`config.mk`:
```
export PLATFORM = sky130hd
export DESIGN_NAME = signed_integer_to_base_digits_flat
export DESIGN_NICKNAME = d
export VERILOG_FILES = /design/src/rtl/core/sitbd_pkg.sv /design/src/rtl/core/sitbd_if.sv /design/src/rtl/core/sitbd_front.sv /design/src/rtl/core/sitbd_queue.sv /design/src/rtl/core/sitbd_back.sv /design/src/rtl/core/signed_integer_to_base_digits.sv /design/src/flat_wrapper.sv
export SDC_FILE = /design/constraint.sdc
export NUM_CORES = 2
export LEC_CHECK = 0
export ABC_CLOCK_PERIOD_IN_PS = 14900
export BUFFER_PORTS_ARGS = -buffer_cell sky130_fd_sc_hd__buf_4
export CAP_MARGIN = 10
export CORE_AREA = 2 2 242 244
export CTS_CLUSTER_DIAMETER = 50
export DETAILED_ROUTE_END_ITERATION = 6
export DIE_AREA = 0 0 244 246
export PLACE_DENSITY = 0.78
export SLEW_MARGIN = 20
export SYNTH_ARGS = -nofsm -noshare
export SYNTH_HDL_FRONTEND = slang
export SYNTH_SLANG_ARGS = --single-unit
```
`constraint.sdc`:
```
create_clock -name clk -period 14.9 [get_ports clk]
set_input_delay 2.98 -clock clk [delete_from_list [all_inputs] [get_ports clk]]
set_output_delay 2.98 -clock clk [all_outputs]
set_load 0.005 [all_outputs]
```
`src/rtl/core/sitbd_pkg.sv`:
```
// Shared types, constants and helpers for the signed integer to base digits block.
// No dependencies; compiled first.
package sitbd_pkg;

  localparam int DATA_W          = 32;
  localparam int CHAR_W          = 8;
  localparam int LEN_W           = 5;
  localparam int SYM_W           = 64;
  localparam int DIGIT_W         = 4;
  localparam int CFG_IDX_W       = 2;
  localparam int MAX_DIGITS      = 32;
  localparam int NDIG_W          = $clog2(MAX_DIGITS);
  localparam int MAX_SYMBOLS_DEF = 16;
  localparam int QUEUE_DEPTH_DEF = 2;

  localparam logic [CHAR_W-1:0] SIGN_PLUS  = 8'h2B;
  localparam logic [CHAR_W-1:0] SIGN_MINUS = 8'h2D;
  localparam logic [CHAR_W-1:0] PRINT_LOW  = 8'd32;
  localparam logic [CHAR_W-1:0] PRINT_END  = 8'd127;
  localparam logic [LEN_W-1:0]  MIN_RADIX  = 5'd2;

  typedef enum logic [CFG_IDX_W-1:0] {
    REG_BASE_LENGTH  = 2'd0,
    REG_SYMBOLS_LOW  = 2'd1,
    REG_SYMBOLS_HIGH = 2'd2
  } reg_index_t;

  typedef struct packed {
    logic [LEN_W-1:0] base_length;
    logic [SYM_W-1:0] symbols_low;
    logic [SYM_W-1:0] symbols_high;
  } cfg_t;

  typedef struct packed {
    logic              neg;
    logic [DATA_W-1:0] mag;
  } item_t;

  function automatic logic [CHAR_W-1:0] symbol_at(cfg_t c, logic [DIGIT_W-1:0] i);
    logic [SYM_W-1:0] w;
    w = i[3] ? c.symbols_high : c.symbols_low;
    return w[{i[2:0], 3'b000} +: CHAR_W];
  endfunction

endpackage

```
`src/rtl/core/sitbd_if.sv`:
```
// Handshake channel interfaces: input value, output character, config write.
// Depends on sitbd_pkg.
interface sitbd_in_if import sitbd_pkg::*; ();
  logic                     valid;
  logic                     ready;
  logic signed [DATA_W-1:0] value;
  modport source (output valid, output value, input ready);
  modport sink (input valid, input value, output ready);
endinterface

interface sitbd_out_if import sitbd_pkg::*; ();
  logic              valid;
  logic              ready;
  logic [CHAR_W-1:0] character;
  logic              last;
  modport source (output valid, output character, output last, input ready);
  modport sink (input valid, input character, input last, output ready);
endinterface

interface sitbd_cfg_if import sitbd_pkg::*; ();
  logic                 valid;
  logic                 ready;
  logic [CFG_IDX_W-1:0] index;
  logic [SYM_W-1:0]     data;
  modport source (output valid, output index, output data, input ready);
  modport sink (input valid, input index, input data, output ready);
endinterface

```
`src/rtl/core/sitbd_front.sv`:
```
// Front end: checks the symbol table, splits the value into sign and magnitude.
// Depends on sitbd_pkg and sitbd_if.
module sitbd_front import sitbd_pkg::*; #(
  parameter int MAX_SYMBOLS = MAX_SYMBOLS_DEF
) (
  input  cfg_t       cfg,
  sitbd_in_if.sink   din,
  input  logic       q_full,
  output logic       push_valid,
  output item_t      push_item,
  output logic       base_ok
);

  always_comb begin
    logic [CHAR_W-1:0] s;
    base_ok = (cfg.base_length >= MIN_RADIX) &&
              (cfg.base_length <= LEN_W'(MAX_SYMBOLS));
    for (int i = 0; i < MAX_SYMBOLS; i++) begin
      s = symbol_at(cfg, DIGIT_W'(i));
      if (LEN_W'(i) < cfg.base_length) begin
        if (s < PRINT_LOW || s >= PRINT_END || s == SIGN_PLUS || s == SIGN_MINUS)
          base_ok = 1'b0;
        for (int j = i + 1; j < MAX_SYMBOLS; j++) begin
          if (LEN_W'(j) < cfg.base_length && symbol_at(cfg, DIGIT_W'(j)) == s)
            base_ok = 1'b0;
        end
      end
    end
  end

  assign din.ready      = !q_full;
  assign push_valid     = din.valid && base_ok;
  assign push_item.neg  = din.value[DATA_W-1];
  assign push_item.mag  = din.value[DATA_W-1] ? (DATA_W'(0) - DATA_W'(din.value))
                                               : DATA_W'(din.value);

endmodule

```
`src/rtl/core/sitbd_queue.sv`:
```
// Short FIFO of classified words between front and back.
// Depends on sitbd_pkg.
module sitbd_queue import sitbd_pkg::*; #(
  parameter int DEPTH = QUEUE_DEPTH_DEF
) (
  input  logic  clk,
  input  logic  rst,
  input  logic  push_valid,
  input  item_t push_item,
  output logic  full,
  output logic  pop_valid,
  output item_t pop_item,
  input  logic  pop_ready
);

  localparam int PTR_W = (DEPTH > 1) ? $clog2(DEPTH) : 1;
  localparam int CNT_W = $clog2(DEPTH + 1);

  item_t            entries [DEPTH];
  logic [PTR_W-1:0] wr_ptr;
  logic [PTR_W-1:0] rd_ptr;
  logic [CNT_W-1:0] count;
  logic             push;
  logic             pop;

  assign full      = (count == CNT_W'(DEPTH));
  assign pop_valid = (count != '0);
  assign pop_item  = entries[rd_ptr];
  assign push      = push_valid && !full;
  assign pop       = pop_valid && pop_ready;

  always_ff @(posedge clk) begin
    if (push) entries[wr_ptr] <= push_item;
    if (rst) begin
      wr_ptr <= '0;
      rd_ptr <= '0;
      count  <= '0;
    end else begin
      if (push) wr_ptr <= (wr_ptr == PTR_W'(DEPTH - 1)) ? '0 : wr_ptr + 1'b1;
      if (pop)  rd_ptr <= (rd_ptr == PTR_W'(DEPTH - 1)) ? '0 : rd_ptr + 1'b1;
      case ({push, pop})
        2'b10:   count <= count + 1'b1;
        2'b01:   count <= count - 1'b1;
        default: count <= count;
      endcase
    end
  end

endmodule

```
`src/rtl/core/sitbd_back.sv`:
```
// Back end: divides the magnitude by the radix 8 bits a cycle, then emits
// sign and digits most significant first. Depends on sitbd_pkg and sitbd_if.
module sitbd_back import sitbd_pkg::*; (
  input  logic        clk,
  input  logic        rst,
  input  cfg_t        cfg,
  input  logic        q_valid,
  input  item_t       q_item,
  output logic        q_ready,
  sitbd_out_if.source dout
);

  typedef enum logic [1:0] {S_IDLE, S_DIV, S_SIGN, S_EMIT} state_t;

  state_t              state;
  logic [DATA_W-1:0]   w;
  logic [DIGIT_W-1:0]  rem;
  logic [1:0]          step;
  logic [NDIG_W-1:0]   nd;
  logic [NDIG_W-1:0]   k;
  logic                neg;
  logic [DIGIT_W-1:0]  digits [MAX_DIGITS];
  logic                out_valid;
  logic [CHAR_W-1:0]   out_char;
  logic                out_last;
  logic [DATA_W-1:0]   w_next;
  logic [DIGIT_W-1:0]  rem_next;
  logic                out_free;
  logic                out_load;

  // one byte of restoring division
  always_comb begin
    logic [LEN_W-1:0] r;
    logic [LEN_W-1:0] t;
    logic [7:0]       qb;
    r  = {1'b0, rem};
    qb = '0;
    for (int i = 0; i < 8; i++) begin
      t = {r[DIGIT_W-1:0], w[DATA_W-1-i]};
      if (t >= cfg.base_length) begin
        qb[7-i] = 1'b1;
        r = t - cfg.base_length;
      end else begin
        r = t;
      end
    end
    w_next   = {w[DATA_W-9:0], qb};
    rem_next = r[DIGIT_W-1:0];
  end

  assign out_free       = !out_valid || dout.ready;
  assign out_load       = out_free && (state == S_SIGN || state == S_EMIT);
  assign q_ready        = (state == S_IDLE);
  assign dout.valid     = out_valid;
  assign dout.character = out_char;
  assign dout.last      = out_last;

  always_ff @(posedge clk) begin
    if (rst) begin
      state     <= S_IDLE;
      out_valid <= 1'b0;
    end else begin
      if (out_load) out_valid <= 1'b1;
      else if (dout.ready) out_valid <= 1'b0;
      case (state)
        S_IDLE: begin
          if (q_valid) begin
            w     <= q_item.mag;
            neg   <= q_item.neg;
            rem   <= '0;
            step  <= '0;
            nd    <= '0;
            state <= S_DIV;
          end
        end
        S_DIV: begin
          w    <= w_next;
          rem  <= (step == 2'd3) ? '0 : rem_next;
          step <= step + 1'b1;
          if (step == 2'd3) begin
            digits[nd] <= rem_next;
            nd         <= nd + 1'b1;
            if (w_next == '0 || nd == NDIG_W'(MAX_DIGITS - 1)) begin
              k     <= nd;
              state <= neg ? S_SIGN : S_EMIT;
            end
          end
        end
        S_SIGN: begin
          if (out_free) begin
            out_char  <= SIGN_MINUS;
            out_last  <= 1'b0;
            state     <= S_EMIT;
          end
        end
        S_EMIT: begin
          if (out_free) begin
            out_char  <= symbol_at(cfg, digits[k]);
            out_last  <= (k == '0);
            if (k == '0) state <= S_IDLE;
            else k <= k - 1'b1;
          end
        end
        default: state <= S_IDLE;
      endcase
    end
  end

endmodule

```
`src/rtl/core/signed_integer_to_base_digits.sv`:
```
// Top level: config registers, front end, queue and back end.
// Depends on sitbd_pkg, sitbd_if, sitbd_front, sitbd_queue, sitbd_back.
//
// Usage:
//   cfg  : write channel (index, data); 0 base_length, 1 symbols_low,
//          2 symbols_high, other indexes ignored. Always ready. Write only
//          while the block is idle.
//   din  : one signed 32-bit value per word.
//   dout : one character per word, last set on the final one of a value.
// A value is dropped without output when the symbol table is invalid.
// A value leaves the queue into the divider, which finds its digits
// least significant first at 8 quotient bits per cycle; then the sign,
// if the value is negative, and the digits are output.
// The divider handles one value at a time; the queue holds QUEUE_DEPTH
// more, and din stalls when it is full.
// Reset clears the config registers (base invalid), the queue and the
// output register. A stalled dout holds its word; the back end waits,
// then the queue fills and din stalls.
module signed_integer_to_base_digits import sitbd_pkg::*; #(
  parameter int MAX_SYMBOLS = MAX_SYMBOLS_DEF,
  parameter int QUEUE_DEPTH = QUEUE_DEPTH_DEF
) (
  input  logic        clk,
  input  logic        rst,
  sitbd_cfg_if.sink   cfg,
  sitbd_in_if.sink    din,
  sitbd_out_if.source dout
);

  cfg_t  cfg_regs;
  logic  push_valid;
  item_t push_item;
  logic  base_ok;
  logic  q_full;
  logic  q_valid;
  item_t q_item;
  logic  q_ready;

  assign cfg.ready = 1'b1;

  always_ff @(posedge clk) begin
    if (rst) begin
      cfg_regs <= '0;
    end else if (cfg.valid) begin
      case (reg_index_t'(cfg.index))
        REG_BASE_LENGTH:  cfg_regs.base_length  <= cfg.data[LEN_W-1:0];
        REG_SYMBOLS_LOW:  cfg_regs.symbols_low  <= cfg.data;
        REG_SYMBOLS_HIGH: cfg_regs.symbols_high <= cfg.data;
        default: ;
      endcase
    end
  end

  sitbd_front #(.MAX_SYMBOLS(MAX_SYMBOLS)) u_front (
    .cfg        (cfg_regs),
    .din        (din),
    .q_full     (q_full),
    .push_valid (push_valid),
    .push_item  (push_item),
    .base_ok    (base_ok)
  );

  sitbd_queue #(.DEPTH(QUEUE_DEPTH)) u_queue (
    .clk        (clk),
    .rst        (rst),
    .push_valid (push_valid),
    .push_item  (push_item),
    .full       (q_full),
    .pop_valid  (q_valid),
    .pop_item   (q_item),
    .pop_ready  (q_ready)
  );

  sitbd_back u_back (
    .clk     (clk),
    .rst     (rst),
    .cfg     (cfg_regs),
    .q_valid (q_valid),
    .q_item  (q_item),
    .q_ready (q_ready),
    .dout    (dout)
  );

`ifndef ASSERT_OFF
  a_full_stalls: assert property (@(posedge clk) disable iff (rst)
    q_full |-> !din.ready)
    else $error("input accepted while queue full");

  a_full_after_push: assert property (@(posedge clk) disable iff (rst)
    $rose(q_full) |-> $past(push_valid && din.ready && base_ok))
    else $error("queue filled without a push");

  a_minus_not_last: assert property (@(posedge clk) disable iff (rst)
    (dout.valid && dout.character == SIGN_MINUS) |-> !dout.last)
    else $error("minus sign marked last");
`endif

endmodule

```
`src/flat_wrapper.sv`:
```
// flat-port wrapper written by rule: the top's interface ports become plain ports
module signed_integer_to_base_digits_flat import sitbd_pkg::*;
#(
  parameter int MAX_SYMBOLS = MAX_SYMBOLS_DEF,
  parameter int QUEUE_DEPTH = QUEUE_DEPTH_DEF
)
  (clk, rst, cfg_valid, cfg_index, cfg_data, cfg_ready, din_valid, din_value, din_ready, dout_valid, dout_character, dout_last, dout_ready);
  sitbd_cfg_if cfg_i ();
  sitbd_in_if din_i ();
  sitbd_out_if dout_i ();
  input  logic clk;
  input  logic rst;
  input wire logic [$bits(cfg_i.valid)-1:0] cfg_valid;
  input wire logic [$bits(cfg_i.index)-1:0] cfg_index;
  input wire logic [$bits(cfg_i.data)-1:0] cfg_data;
  output wire logic [$bits(cfg_i.ready)-1:0] cfg_ready;
  input wire logic [$bits(din_i.valid)-1:0] din_valid;
  input wire logic [$bits(din_i.value)-1:0] din_value;
  output wire logic [$bits(din_i.ready)-1:0] din_ready;
  output wire logic [$bits(dout_i.valid)-1:0] dout_valid;
  output wire logic [$bits(dout_i.character)-1:0] dout_character;
  output wire logic [$bits(dout_i.last)-1:0] dout_last;
  input wire logic [$bits(dout_i.ready)-1:0] dout_ready;
  assign cfg_i.valid = cfg_valid;
  assign cfg_i.index = cfg_index;
  assign cfg_i.data = cfg_data;
  assign cfg_ready = cfg_i.ready;
  assign din_i.valid = din_valid;
  assign din_i.value = din_value;
  assign din_ready = din_i.ready;
  assign dout_valid = dout_i.valid;
  assign dout_character = dout_i.character;
  assign dout_last = dout_i.last;
  assign dout_i.ready = dout_ready;
  signed_integer_to_base_digits #(.MAX_SYMBOLS(MAX_SYMBOLS), .QUEUE_DEPTH(QUEUE_DEPTH)) u_core (.clk(clk), .rst(rst), .cfg(cfg_i), .din(din_i), .dout(dout_i));
endmodule
```
==> results by group <==
CTS
  – H-tree levels: 2
  – Clock Latency Late Sink: 0.61 ns
  – CTS Sinks: 398
  – Cts bufs inserted: 45
  – Worst-path clk slew: 0.06 ns
  – Longest Clk Path Bufs: 3
  – Root buf cell: clkbuf_16
  – CTS tree: yes

Detailed routing
  – Via/cell ratio: 6.56
  – DRC viols: 21
  – Remaining antenna violation count: 0
  – Vias: 27,145
  – Drt wl/cell: ~26 µm
  – DRT Wirelength: 107,000 µm
  – Initial DRC count: between 4,000 and 5,000
  – Pre-antenna DRT Iters: 7

STA
  – Fmax: a little over 70 MHz
  – Count of final hold-check violations: 0
  – RSZ-0062 raised after global routing: false
  – Min Tclk post-route: roughly 14 ns
  – Setup_tns: 0 ns
  – Fin. max-slew vios: 0
  – Final worst-path cycle share: 92.2%
  – Final setup margin: roughly 1.2 ns
  – Worst rel slew slack: 14.6%
  – Final setup violation count: 0
  – Worst clock skew: 0.0202 ns
  – Worst-margin pin slew: 1.28 ns

Synth
  – EDFF count, synth: ~250
  – Mapped Cells: ~3,400
  – Largest area contributor in the netlist: edfxtp_1
  – Synth Warn #: 0
  – Largest cells by area after synthesis: edfxtp_1 24%, xnor2_1 17%, xor2_1 11%
  – Synth Cell Area: 31,200 µm²
  – Synth cell types: 68
  – Net Count, Synth: 3,547
  – Synthesized area per cell: 9.21 µm²
  – Ys flop type: edfxtp_1
  – Top cell type's share of synthesized area: 24.3%
  – Asr flop ratio synth: 0%
  – Synthesis-stage register bit count: approximately 400
  – Sequential share of the synthesized area: 33.7%

Place
  – IO Port Bufs: approximately 110
  – RD Place Congestion: 1.06
  – Setup WS pre-CTS: between 0.8 and 0.9 ns
  – Post-placement cell count: 4,053
  – DP HPWL: 66,300 µm

Worst setup path
  – Crit-path leading delay family: compound AO/OA/AOI/OAI gates
  – CP most frequent cell: a21o_1
  – CP startpoint kind: flop
  – CP peak stage delay: roughly 0.7 ns
  – CP max stage cell: dfxtp_1
  – Critical Path RT: about 15 ns
  – Critical path endpoint category: flop
  – CP Buf/Inv Count: 4
  – Worst EP arrival: 14.24 ns
  – CP max FO: 12
  – WS Path Type: flop to flop

Pwr
  – VDD IR-drop max: 0.00132 V
  – Power Dens Cells: 293 nW/µm²
  – Leakage: about 13 nW
  – Total Power: roughly 10 mW

Die
  – Die area: between 60,000 and 70,000 µm²
  – I/O pins: 115
  – Initial core utilization: 54.3%
  – Die Y: 246 µm
  – Core Rows: 88
  – Core area: 57,400 µm²
  – Die Wd: 244 µm

Layout
  – Commonest non-fill, non-tap cell in the layout: xnor2_1
  – Area Overhead vs Synth: 10.1%
  – Non-Filler Instances: 4,139
  – Final nets: 3,505
  – Antenna fix cells: 0
  – Fillcell total: 4,751
  – Share of layout cells above drive strength 1: 13.2%
  – Most frequent cells in the layout: 617 x xnor2_1, 383 x xor2_1, 348 x nand2_1

Outcome
  – Status: finished with violations
  – Failing checks: design-rule violations

GRT
  – Initial antenna violation count: 3
  – GRT Total Usage: a little over a third
  – Largest net degree at the start of global routing: 83
  – Vias in the first global route: 26,077
  – Total congestion overflow: 0
  – First-pass GRT wire length: 161,000 µm

Flow run
  – Max-cap violations: 0

Worst hold path
  – Hold WC Path Type: flop to flop
## sequential cells by signal, indices dropped and copies added, names as in the netlist, named ones only
name / flops
u_core.u_queue.wr_ptr: 1
u_core.u_back.dout.valid: 1
u_core.u_back.nd: 5
u_core.u_back.neg: 1
u_core.u_queue.entries: 66
u_core.u_queue.count: 2
u_core.cfg_regs: 133
u_core.u_back.rem: 4
u_core.u_back.state: 2
u_core.u_back.step: 2
u_core.u_back.dout.last: 1
u_core.u_queue.rd_ptr: 1
u_core.u_back.k: 5
u_core.u_back.w: 32
u_core.u_back.digits: 128
u_core.u_back.dout.character: 8
## worst register-to-register path, delay by kind of cell, from the launching register on
kind	cells	cell delay [ns]
DFF	1	0.71
adders and majority gates	8	2.46
AOI/OAI and AO/OA	28	5.48
buffers and inverters	4	0.67
and+or+nand+nor	11	1.84
muxes	7	2.50
## layout make-up
class                           count  area (µm²)  share of cell area, %
Multi-Input combinational cell   2587       19200                   55.9
Tap cell                          765         957                   2.79
Clock buffer                       49        1140                   3.33
Timing Repair Buffer              271        2050                   5.99
Inverter                           37         143                  0.416
Clock inverter                     32         338                  0.985
Sequential cell                   398       10500                   30.6
## power by group
group,switching (mW),leakage (nW),internal [mW]
Combinational,3.67,8.80,1.78
Clock,0.485,0.721,0.621
Sequential,0.0587,3.45,3.45
## repair_timing
action	in CTS	in global routing
buffers inserted	0	4
gates resized for setup	0	10
setup endpoints to repair	0	140
hold buffers	0	0
## final timing paths
path	startpoint	end	slack (ns)	cells past startpoint
max	u_core.cfg_regs[131]	flop	1.16	58
max reg2reg	u_core.cfg_regs[131]	flop	1.16	58
min	u_core.cfg_regs[4]	u_core.cfg_regs[4]	0.46	2
min reg2reg	u_core.cfg_regs[4]	u_core.cfg_regs[4]	0.46	2
## synthesized netlist by cell type (54+ instances only)
cell / count
dfxtp_1: 146
xnor2_1: 617
buf_1: 125
nor3_1: 73
edfxtp_1: 252
nor4_1: 115
ha_1: 54
xor2_1: 383
buf_2: 71
a21oi_1: 187
mux2i_1: 80
clkbuf_1: 155
o21ai_0: 77
nand2_1: 349
nor2_1: 97
nand4_1: 163
## cells by family (layout without fill, tap and decap cells)
family	after synthesis	in the layout	synth area share, %
xor gates and xnor gates	1000	1000	28.1
and+or+nand+nor	964	964	15.6
AOI/OAI and AO/OA	409	409	7.85
DFF	398	398	33.7
buffers and inverters	397	389	5.18
muxes	151	151	6.87
adders and majority gates	62	62	2.68
other	1	1	0.0120
## routing by layer
layer	wire, µm	up-vias	GRT usage, %
met5	22	-	0
met4	7710	4	20.0
met3	15500	679	13.5
met2	45400	2065	52.5
met1	38300	12789	44.2
li1	-	11608	-
## through the flow
step | hold slack [ns] | utilization (%) | cell area (µm²)
after floorplan | 0.472 | - | 31200
after global placement | 0.443 | 57.0 | 32700
after detailed placement | 0.449 | 57.0 | 32700
after CTS | 0.456 | 59.6 | 34200
after global routing | 0.475 | 59.8 | 34300
final | 0.460 | 59.8 | 34300
(Power assumes the default switching activity.)
